==> src/rtl/core/tvmstk_pkg.sv <==
// tvmstk_pkg: shared types, codes and sizes of the typed vm stack core
// used by tvmstk_front, tvmstk_back and the top level; no dependencies
package tvmstk_pkg;

  localparam int STACK_DEPTH_DEF  = 1024;
  localparam int MARK_DEPTH_DEF   = 256;
  localparam int PAYLOAD_BITS_DEF = 64;

  localparam int OP_W     = 3;
  localparam int KIND_W   = 2;
  localparam int DATA_W   = 64;
  localparam int DEPTH_W  = 8;
  localparam int STATUS_W = 3;
  localparam int POS_W    = 10;

  localparam int Q_DEPTH  = 2;
  localparam int Q_PTR_W  = 1;
  localparam int Q_CNT_W  = 2;

  localparam logic [OP_W-1:0] OP_PUSH     = 3'd0;
  localparam logic [OP_W-1:0] OP_POP_CHK  = 3'd1;
  localparam logic [OP_W-1:0] OP_POP_ANY  = 3'd2;
  localparam logic [OP_W-1:0] OP_PEEK_CHK = 3'd3;
  localparam logic [OP_W-1:0] OP_FRAME    = 3'd4;
  localparam logic [OP_W-1:0] OP_LABEL    = 3'd5;

  localparam logic [KIND_W-1:0] KIND_FRAME = 2'd0;
  localparam logic [KIND_W-1:0] KIND_LABEL = 2'd1;
  localparam logic [KIND_W-1:0] KIND_VALUE = 2'd2;
  localparam logic [KIND_W-1:0] KIND_BAD   = 2'd3;

  typedef enum logic [STATUS_W-1:0] {
    ST_OK    = 3'd0,
    ST_EMPTY = 3'd1,
    ST_WRONG = 3'd2,
    ST_NONE  = 3'd3,
    ST_FULL  = 3'd4
  } status_t;

  typedef enum logic [2:0] {
    CMD_PUSH,
    CMD_POP_CHK,
    CMD_POP_ANY,
    CMD_PEEK,
    CMD_FRAME,
    CMD_LABEL,
    CMD_BAD_KIND,
    CMD_BAD_OP
  } cmd_op_t;

  typedef struct packed {
    cmd_op_t             op;
    logic [KIND_W-1:0]   kind;
    logic [DATA_W-1:0]   payload;
    logic [DEPTH_W-1:0]  depth;
  } cmd_t;

endpackage

==> src/rtl/core/tvmstk_front.sv <==
// tvmstk_front: takes input transactions, classifies the op code and
// holds decoded commands in a two-entry queue for the back end; uses tvmstk_pkg
module tvmstk_front
  import tvmstk_pkg::*;
(
  input  logic               clk,
  input  logic               rst_n,
  input  logic               in_push,
  output logic               in_full,
  input  logic [OP_W-1:0]    in_op,
  input  logic [KIND_W-1:0]  in_kind,
  input  logic [DATA_W-1:0]  in_payload,
  input  logic [DEPTH_W-1:0] in_depth,
  output logic               cmd_valid,
  output cmd_t               cmd,
  input  logic               cmd_take
);

  cmd_t                q_mem_r [Q_DEPTH];
  logic [Q_PTR_W-1:0]  wr_ptr_r, wr_ptr_nxt;
  logic [Q_PTR_W-1:0]  rd_ptr_r, rd_ptr_nxt;
  logic [Q_CNT_W-1:0]  cnt_r, cnt_nxt;
  cmd_t                dec;
  logic                enq, deq;

  always_comb begin
    dec.kind    = in_kind;
    dec.payload = in_payload;
    dec.depth   = in_depth;
    case (in_op)
      OP_PUSH:     dec.op = (in_kind == KIND_BAD) ? CMD_BAD_KIND : CMD_PUSH;
      OP_POP_CHK:  dec.op = CMD_POP_CHK;
      OP_POP_ANY:  dec.op = CMD_POP_ANY;
      OP_PEEK_CHK: dec.op = CMD_PEEK;
      OP_FRAME:    dec.op = CMD_FRAME;
      OP_LABEL:    dec.op = CMD_LABEL;
      default:     dec.op = CMD_BAD_OP;
    endcase
  end

  assign in_full   = (cnt_r == Q_CNT_W'(Q_DEPTH));
  assign cmd_valid = (cnt_r != '0);
  assign cmd       = q_mem_r[rd_ptr_r];
  assign enq       = in_push && !in_full;
  assign deq       = cmd_take && cmd_valid;

  always_comb begin
    wr_ptr_nxt = enq ? wr_ptr_r + 1'b1 : wr_ptr_r;
    rd_ptr_nxt = deq ? rd_ptr_r + 1'b1 : rd_ptr_r;
    cnt_nxt    = cnt_r;
    if (enq && !deq) begin
      cnt_nxt = cnt_r + 1'b1;
    end else if (!enq && deq) begin
      cnt_nxt = cnt_r - 1'b1;
    end
  end

  always_ff @(posedge clk) begin
    if (!rst_n) begin
      wr_ptr_r <= '0;
      rd_ptr_r <= '0;
      cnt_r    <= '0;
    end else begin
      wr_ptr_r <= wr_ptr_nxt;
      rd_ptr_r <= rd_ptr_nxt;
      cnt_r    <= cnt_nxt;
    end
  end

  always_ff @(posedge clk) begin
    if (enq) begin
      q_mem_r[wr_ptr_r] <= dec;
    end
  end

endmodule

==> config.mk <==
export PLATFORM = sky130hd
export DESIGN_NAME = tvmstk_front
export DESIGN_NICKNAME = d
export VERILOG_FILES = /design/src/rtl/core/tvmstk_pkg.sv /design/src/rtl/core/tvmstk_front.sv
export SDC_FILE = /design/constraint.sdc
export NUM_CORES = 1
export LEC_CHECK = 0
export ABC_AREA = 1
export BUFFER_PORTS_ARGS = -buffer_cell sky130_fd_sc_hd__buf_2
export CORE_MARGIN = 2
export CORE_UTILIZATION = 40
export CTS_CLUSTER_DIAMETER = 100
export DETAILED_ROUTE_END_ITERATION = 10
export SLEW_MARGIN = 20
export SYNTH_ARGS = -nofsm -noshare
export SYNTH_HDL_FRONTEND = slang
export SYNTH_SLANG_ARGS = --single-unit
export TNS_END_PERCENT = 30
==> constraint.sdc <==
create_clock -name clk -period 10.6 [get_ports clk]
set_input_delay 2.12 -clock clk [delete_from_list [all_inputs] [get_ports clk]]
set_output_delay 2.12 -clock clk [all_outputs]
set_load 0.01 [all_outputs]
==> flow_summary_export.csv, run 1 <==
group,metric,value,unit
timing,fmax,223,MHz
drt,post_drt_wl_per_cell,15.8,um
setup_path,cp-start-kind,"flip-flop",
final_layout,antenna_cells,0,
synthesis,syn_inst,284,
floorplanning,pin_count,160,
power,p_switching,471,uW
synthesis,syn_nets,366,
clocking,cts.repair.resized,0,
floorplanning,die-area,0.0159,mm2
synthesis,netlist.area_leader.share,0.775,
timing,finalCritPeriodShare,0.422,
power,powerDensity,239,mW/mm2
synthesis,syn_avg_cell_area,21.0,um2
synthesis,synthArstFlopShare,0,
power,p_int,1330,uW
clocking,cts_sinks,159,
synthesis,synth-edff-count,154,
placement,place_area,0.00694,mm2
grt,gr-total-overflow,0,
drt,drt.antenna.violating_nets,0,
power,sw_frac_of_total,0.262,
power,combPwrFrac,0.216,
grt,antenna_found_initial,0,
final_layout,syn_to_final_growth,26.0,%
clocking,tritoncts,"done",
placement,dp_cells,621,
min_path,hp-class,"reg2reg",
drt,drt_wl_total,10.3,mm
timing,relSlewSlack,0.446,
synthesis,ys_warn_count,0,
flow_run,max_cap_viol_count,0,
timing,fin_worst_skew,0.0131,ns
clocking,cts_htree_levels,4,
placement,finalWeightedCongestion,0.670,
final_layout,final_core_util,0.517,
grt,grt_pass1_vias,3213,
power,p_leak,0.00289,uW
timing,rsz0062_at_grt,"false",
drt,route.detailed.drc,0,
outcome,status,"completed",
floorplanning,fp.coreArea,0.0145,mm2
power,power_frac_clock,0.323,
synthesis,synth_area,0.00596,mm2
synthesis,synthTopCellsByCount,"edfxtp_1, mux2_2, mux2_4",
floorplanning,initial_core_util,0.410,
final_layout,instances_no_fill,653,
grt,grt_max_degree,55,
grt,grt_first_pass_wirelength,15.9,mm
synthesis,yosys.area.top_type,"edfxtp_1",
drt,dr.pass1.iters,4,
synthesis,ys.flop_type,"edfxtp_1",
floorplanning,die_y,126,um
floorplanning,die-width,126,um
synthesis,yosysMostFrequentCell,"edfxtp_1",
setup_path,worstSetupPathType,"reg2out",
synthesis,seq_area_frac_synth,0.792,
final_layout,nets,538,
placement,hpwl,6.54,mm
placement,port_buffers,159,
clocking,clk_pin_slew,0.05,ns
timing,layout_min_cycle_time,4.48,ns
timing,worstMarginPinSlew,0.831,ns
setup_path,cp_data_required_time,8.48,ns
setup_path,cp.arrival,2.36,ns
clocking,clockRootBuffer,"clkbuf_16",
power,peakVddDrop,120,uV
clocking,post_cts_buffers,0,
timing,hold_viol,0,
clocking,clock_latency,0.42,ns
power,pwr-share-seq,0.461,
synthesis,synthTopCellsByArea,"edfxtp_1, mux2_2, mux2_4",
setup_path,end_kind,"primary output",
setup_path,crit_fanout,49,
floorplanning,rows,44,
drt,first_iter_violations,160,
timing,maxSlewViolCount,0,
synthesis,synth_cell_types,17,
timing,setup-tns-final,0,ns
clocking,clockBufferDepth,2,
clocking,cts_buffers,17,
final_layout,design_area,0.00751,mm2
final_layout,drive_gt1_frac,0.576,
clocking,cts-hold-fix-buffers,0,
grt,grtUsageTotal,0.133,
timing,setup_viol,0,
synthesis,yosys_register_bits,159,
drt,avgViaCountPerCell,4.68,
drt,num_vias,3057,
## power groups by stage
stage	registers, uW	logic (uW)	clock network [uW]
6_report	830	388	581
5_1_grt	840	423	623
4_1_cts	832	398	595
3_5_place_dp	845	396	0
3_3_place_gp	840	393	0
2_1_floorplan	834	274	0
## critical path, cell delays in order (launching register included)
cell and delay (ns):
dfxtp_4 0.60, buf_4 0.75, mux2_2 0.43, buf_2 0.14
## cell families (layout without fill, tap and decap cells)
group                    Yosys count  after routing  synth area share
flip-flops                       159            159             0.792
multiplexers                      77             77             0.164
AND/OR/NAND/NOR                   23             23            0.0153
buffers and inverters             18            203            0.0203
AO/OA/AOI/OAI                      6              6           0.00587
adder cells (fa/ha/maj)            1              1           0.00210
## sequential cells by signal (all words and copies together) (netlist names), named ones only
register,cells
rd_ptr_r,1
q_mem_r,154
cnt_r,2
wr_ptr_r,1
## cell type report
cell class / instances / area (um2)
clock buffer: 18 / 429
clock inverter: 14 / 141
fill: 1240 / 7020
inverter: 9 / 33.8
multi-input combinational: 107 / 1130
sequential: 159 / 4730
tap: 184 / 230
timing repair buffer: 162 / 818
## routing by layer
| layer | part of all wire | track usage |
|---|---|---|
| met5 | 0 | 0 |
| met4 | 0.013 | 0.0562 |
| met3 | 0.068 | 0.0595 |
| met2 | 0.49 | 0.217 |
| met1 | 0.43 | 0.151 |
## stage by stage
step / power, uW / hold slack, ns / setup slack, ns
floorplan: 1110 / 0.467 / 4.60
global placement: 1230 / 0.480 / 6.36
detailed placement: 1240 / 0.496 / 6.32
CTS: 1820 / 0.510 / 6.03
global route: 1890 / 0.576 / 5.96
finish: 1800 / 0.505 / 6.12
## cell usage in the layout, fill, tap and decap left out, types with 3 or more instances in the layout
master / n
buf_2: 159
edfxtp_1: 154
mux2_2: 47
mux2_4: 30
clkbuf_16: 17
nor2_1: 10
inv_1: 9
nand2_1: 8
clkinv_4: 4
dfxtp_1: 4
o21ai_0: 3
clkinv_1: 3
buf_4: 3
## final timing paths
| check | startpoint | to | slack (ns) | cells past startpoint |
|---|---|---|---|---|
| max | flip-flop | cmd[5] | 6.12 | 3 |
| min | rd_ptr_r | flip-flop | 0.50 | 2 |
| max reg2reg | cnt_r[1] | q_mem_r[1][16] | 8.09 | 4 |
| min reg2reg | rd_ptr_r | flip-flop | 0.50 | 2 |
Note: power is estimated with default switching activity, not from simulation.
==> run 2, diff against run 1 <==
ABC_AREA = 0   (was 1)
PLACE_DENSITY = 0.66   (was not set)
clock period = 3.73 ns   (was 10.6 ns; I/O delays follow)
==> run 2 against run 1 <==
Sequential share of layout area shrank 0.54 points. Combinational power increased to 3.1 times the previous value. Clock skew decreased by 0.0066 ns. Global-route usage grew 0.12 points. First-iteration DRC count up 2.5%. Power grew to 3.0 times the previous value. Critical path type unchanged. Largest power group unchanged.
==> flow_summary_export.csv, run 2 <==
group,metric,value,unit
outcome,status,"completed",
clocking,cts-hold-fix-buffers,0,
floorplanning,die-area,0.0159,mm2
timing,finalCritPeriodShare,0.755,
floorplanning,rows,44,
drt,drt.antenna.violating_nets,0,
synthesis,synthTopCellsByArea,"edfxtp_1, mux2_2, mux2_4",
clocking,cts_htree_levels,4,
clocking,cts_sinks,159,
grt,grt_first_pass_wirelength,15.9,mm
timing,fmax,355,MHz
setup_path,rr_startpoint,"cnt_r[0]",
drt,dr.pass1.iters,4,
grt,grt_pass1_vias,3238,
setup_path,crit_slowest_cell,"dfxtp_4",
drt,top_layer_used,"met4",
flow_run,max_cap_viol_count,0,
synthesis,ys_warn_count,0,
min_path,hp-class,"in2reg",
clocking,cts_buffers,17,
power,peakVddDrop,353,uV
synthesis,yosys.area_share.simple,0.0109,
power,powerDensity,706,mW/mm2
grt,gr-total-overflow,0,
min_path,min_from,"in_payload[3]",
timing,hold_viol,0,
setup_path,worstSetupPathType,"reg2out",
floorplanning,die_y,126,um
timing,rsz0062_at_grt,"false",
setup_path,cp.arrival,2.07,ns
floorplanning,pin_count,160,
setup_path,slowest_delay,0.73,ns
floorplanning,fp.coreArea,0.0145,mm2
floorplanning,die-width,126,um
clocking,clockBufferDepth,2,
timing,worstMarginPinSlew,0.614,ns
grt,antenna_found_initial,0,
timing,maxSlewViolCount,0,
drt,wl_met1,4.12,mm
clocking,tritoncts,"done",
synthesis,synthArstFlopShare,0,
timing,setup-tns-final,0,ns
clocking,clockRootBuffer,"clkbuf_16",
placement,port_buffers,159,
setup_path,crit_fanout,42,
timing,fin_worst_skew,0.00648,ns
setup_path,cp_data_required_time,2.98,ns
placement,finalWeightedCongestion,0.669,
synthesis,ys.flop_type,"edfxtp_1",
setup_path,crit_family,"flip-flops",
power,power,5350,uW
timing,relSlewSlack,0.591,
grt,grtUsageTotal,0.134,
final_layout,regMostFlops,"q_mem_r",
drt,routed-wl-met3,672,um
final_layout,syn_to_final_growth,27.5,%
synthesis,synth-edff-count,154,
synthesis,syn_avg_cell_area,22.1,um2
drt,route.detailed.drc,0,
synthesis,synthAdderAreaFrac,0.00210,
synthesis,synthTopCellsByCount,"edfxtp_1, mux2_2, mux2_4",
synthesis,yosys.area.top_type,"edfxtp_1",
synthesis,synth-xor-area-share,0.00442,
synthesis,muxShareOfSynthArea,0.165,
drt,num_vias,2964,
timing,setup_viol,0,
clocking,clock_latency,0.42,ns
synthesis,yosysMostFrequentCell,"edfxtp_1",
setup_path,cp_cell_sequence,"buf_12, mux2_2, buf_2",
setup_path,end_kind,"primary output",
final_layout,drive_gt1_frac,0.598,
synthesis,yosys_register_bits,159,
synthesis,netlist.area_leader.share,0.778,
synthesis,synth_area,0.00595,mm2
timing,layout_min_cycle_time,2.82,ns
drt,post_drt_wl_per_cell,16.2,um
synthesis,syn_inst,269,
synthesis,synth_top_family_by_area,"multiplexers",
final_layout,nets,524,
setup_path,cp_num_buf_inv,2,
drt,avgViaCountPerCell,4.64,
grt,grt_max_degree,78,
final_layout,top_regs,"q_mem_r: 154 flops, cnt_r: 2 flops",
power,p_leak,0.00288,uW
clocking,cts.repair.resized,0,
clocking,clk_pin_slew,0.06,ns
setup_path,cp-start-kind,"flip-flop",
synthesis,synth-compound-area-share,0.00926,
synthesis,seq_area_frac_synth,0.794,
synthesis,synth_cell_types,26,
clocking,post_cts_buffers,0,
floorplanning,initial_core_util,0.409,
synthesis,syn_nets,351,
final_layout,final_common_cell,"buf_2",
drt,drt_wl_total,10.4,mm
final_layout,largest_register_ffs,154,
drt,first_iter_violations,164,
final_layout,antenna_cells,0,
drt,dr_wl_met2,5.40,mm
placement,hpwl,6.87,mm
final_layout,mostFrequentLayoutCells,"buf_2, edfxtp_1, mux2_2",
==> run 2: cell types whose count changed after synthesis, moves of 3 or more <==
cell,before,now
buf_6,2,5
nor2_1,12,1
nand2_1,8,0
inv_1,9,1
buf_8,3,0
and2_1,0,3
==> run 2: kinds of logic after synthesis <==
kind of cell | after synthesis
DFF | 159
muxes | 77
buffers and inverters | 11
and+or+nand+nor | 10
AOI/OAI and AO/OA | 8
xor gates and xnor gates | 3
adders and majority gates | 1
==> run 2: worst register-to-register path, stage by stage (launching register included) <==
cell      delay [ns]
dfxtp_1         0.40
nand2b_1        0.19
and3_4          0.52
buf_16          0.30
==> run 2: worst paths after layout <==
path	endpoint	slack, ns	cells after the start
worst max-delay path	cmd[15]	0.91	3
worst min-delay path	q_mem_r[0][11]	0.52	1
worst max register to register	q_mem_r[1][68]	1.95	3
worst min register to register	cnt_r[1]	0.53	2
==> run 2: layer usage <==
layer / global-route usage / up-vias
met4: 0.0640 / 0
met5: 0 / -
met1: 0.145 / 1447
met3: 0.0493 / 15
li1: - / 1404
met2: 0.232 / 98
==> run 2: layout make-up <==
class | count | area [um2]
inverter | 2 | 7.51
sequential | 159 | 4730
tap | 184 | 230
timing repair buffer | 163 | 858
clock inverter | 11 | 165
multi-input combinational | 99 | 1150
fill | 1220 | 6950
clock buffer | 21 | 440
==> run 2: power breakdown <==
group	internal (uW)	total (uW)	switching (uW)
registers	2250	2380	129
clock network	1120	1760	644
logic	633	1210	582
total	4000	5350	1350
==> run 2: metrics by stage <==
| stage | cell area, um2 | setup WS [ns] | utilization | cells | hold WS [ns] |
|---|---|---|---|---|---|
| floorplan | 5950 | 0.610 | - | 269 | 0.479 |
| global placement | 6950 | 1.34 | 0.478 | 606 | 0.498 |
| detailed placement | 6950 | 1.33 | 0.478 | 606 | 0.534 |
| CTS | 7550 | 0.880 | 0.520 | 638 | 0.497 |
| global route | 7580 | 0.805 | 0.522 | 639 | 0.489 |
| finish | 7580 | 0.912 | 0.522 | 639 | 0.517 |
==> run 3, diff against run 2 <==
PLACE_DENSITY = not set   (was 0.66)
clock period = 2.62 ns   (was 3.73 ns; I/O delays follow)
==> run 3 against run 2 <==
Clock power increased by 48%. Power increased by 45%. First-iteration DRC count decreased by 19%. Sequential share of layout area decreased by 0.44 points. Core utilization increased by 0.39 points. Register-to-register slack got worse by 0.95 ns. Critical path depth unchanged. Largest power group unchanged. Clock skew decreased by 0.0013 ns.
==> flow_summary_export.csv, run 3 (synthesis gave the netlist of run 2 again) <==
group,metric,value,unit
power,p_leak,0.00291,uW
final_layout,final_core_util,0.525,
power,combPwrFrac,0.240,
drt,dr.pass1.iters,4,
final_layout,drive_gt1_frac,0.604,
timing,setup_viol,0,
power,peakVddDrop,461,uV
timing,worstMarginPinSlew,0.552,ns
floorplanning,die-area,0.0159,mm2
placement,port_buffers,159,
grt,grtUsageTotal,0.139,
final_layout,largest_register_ffs,154,
grt,grt_first_pass_wirelength,16.7,mm
clocking,cts_buffers,17,
timing,finalCritPeriodShare,0.864,
final_layout,top_regs,"q_mem_r: 154 flops, cnt_r: 2 flops",
timing,layout_min_cycle_time,2.26,ns
drt,num_vias,3002,
setup_path,slowest_delay,0.41,ns
drt,post_drt_wl_per_cell,16.2,um
final_layout,nets,526,
drt,first_iter_violations,133,
setup_path,cp.arrival,1.74,ns
clocking,tritoncts,"done",
timing,relSlewSlack,0.632,
drt,route.detailed.drc,0,
setup_path,crit_slowest_cell,"mux2_2",
final_layout,syn_to_final_growth,28.4,%
drt,routed-wl-met3,857,um
drt,drt_wl_total,10.4,mm
clocking,cts-hold-fix-buffers,0,
drt,top_layer_used,"met4",
floorplanning,initial_core_util,0.409,
timing,fmax,442,MHz
floorplanning,die-width,126,um
power,pwr-share-seq,0.425,
floorplanning,pin_count,160,
grt,antenna_found_initial,1,
setup_path,worstSetupPathType,"reg2out",
placement,hpwl,6.86,mm
clocking,clockRootBuffer,"clkbuf_16",
timing,fin_worst_skew,0.00521,ns
power,sw_frac_of_total,0.252,
placement,finalWeightedCongestion,0.679,
final_layout,mostFrequentLayoutCells,"buf_2, edfxtp_1, mux2_2",
flow_run,max_cap_viol_count,0,
power,p_switching,1950,uW
floorplanning,die_y,126,um
clocking,clock_latency,0.41,ns
drt,avgViaCountPerCell,4.68,
clocking,cts.repair.resized,0,
timing,hold_viol,0,
grt,grt_max_degree,45,
final_layout,regMostFlops,"q_mem_r",
power,power_frac_clock,0.335,
timing,rsz0062_at_grt,"false",
grt,gr-total-overflow,0,
drt,wl_met1,4.23,mm
outcome,status,"completed",
setup_path,end_kind,"primary output",
drt,drt.antenna.violating_nets,0,
setup_path,crit_fanout,33,
min_path,hp-class,"in2reg",
power,power,7750,uW
final_layout,final_common_cell,"buf_2",
power,p_int,5800,uW
clocking,clockBufferDepth,2,
setup_path,cp-start-kind,"flip-flop",
drt,dr_wl_met2,5.20,mm
setup_path,r2r_slack,1.00,ns
floorplanning,rows,44,
setup_path,cp_data_required_time,2.10,ns
clocking,post_cts_buffers,0,
clocking,clk_pin_slew,0.06,ns
power,powerDensity,1020,mW/mm2
timing,maxSlewViolCount,0,
clocking,cts_htree_levels,4,
timing,hold_ws,0.291,ns
setup_path,cp_cell_sequence,"buf_4, mux2_2, buf_2",
floorplanning,fp.coreArea,0.0145,mm2
grt,grt_pass1_vias,3232,
clocking,cts_sinks,159,
[run 3: final timing paths]
| kind | from | end | cells past startpoint |
|---|---|---|---|
| min reg2reg | cnt_r[1] | cnt_r[1] | 2 |
| min | in_payload[25] | q_mem_r[0][33] | 1 |
| max reg2reg | cnt_r[0] | q_mem_r[0][48] | 4 |
| max | flip-flop | cmd[25] | 3 |
[run 3: power groups by stage]
| stage | Clock, uW | Combinational (uW) | Sequential (uW) |
|---|---|---|---|
| finish | 2600 | 1860 | 3290 |
| global route | 2770 | 2020 | 3330 |
| CTS | 2680 | 1910 | 3300 |
| detailed placement | 0 | 1900 | 3350 |
| global placement | 0 | 1900 | 3330 |
| floorplan | 0 | 1270 | 3340 |
[run 3: routing by layer]
metal / global-route usage / vias up
li1: - / 1421
met5: 0 / -
met2: 0.225 / 109
met3: 0.0607 / 12
met4: 0.0524 / 0
met1: 0.167 / 1460
[run 3: worst max-delay path, delay by kind of cell (launching register included)]
kind | cells | cell delay (ns)
buffers and inverters | 2 | 0.54
flip-flops | 1 | 0.35
multiplexers | 1 | 0.41
[run 3: stage by stage]
stage | setup TNS [ns] | setup slack, ns | cell area, um2 | instances
5_1_grt | 0 | 0.245 | 7630 | 641
3_5_place_dp | 0 | 0.753 | 7010 | 609
4_1_cts | 0 | 0.283 | 7630 | 641
3_3_place_gp | 0 | 0.757 | 7010 | 609
2_1_floorplan | -32.97 | -0.231 | 5960 | 269
6_report | 0 | 0.357 | 7640 | 642
[run 3: cell type report]
class / instances / area (um2)
Timing Repair Buffer: 165 / 878
Clock inverter: 12 / 191
Inverter: 2 / 10.0
Fill cell: 1228 / 6900
Antenna cell: 1 / 2.50
Multi-Input combinational cell: 99 / 1160
Tap cell: 184 / 230
Clock buffer: 20 / 437
Sequential cell: 159 / 4730
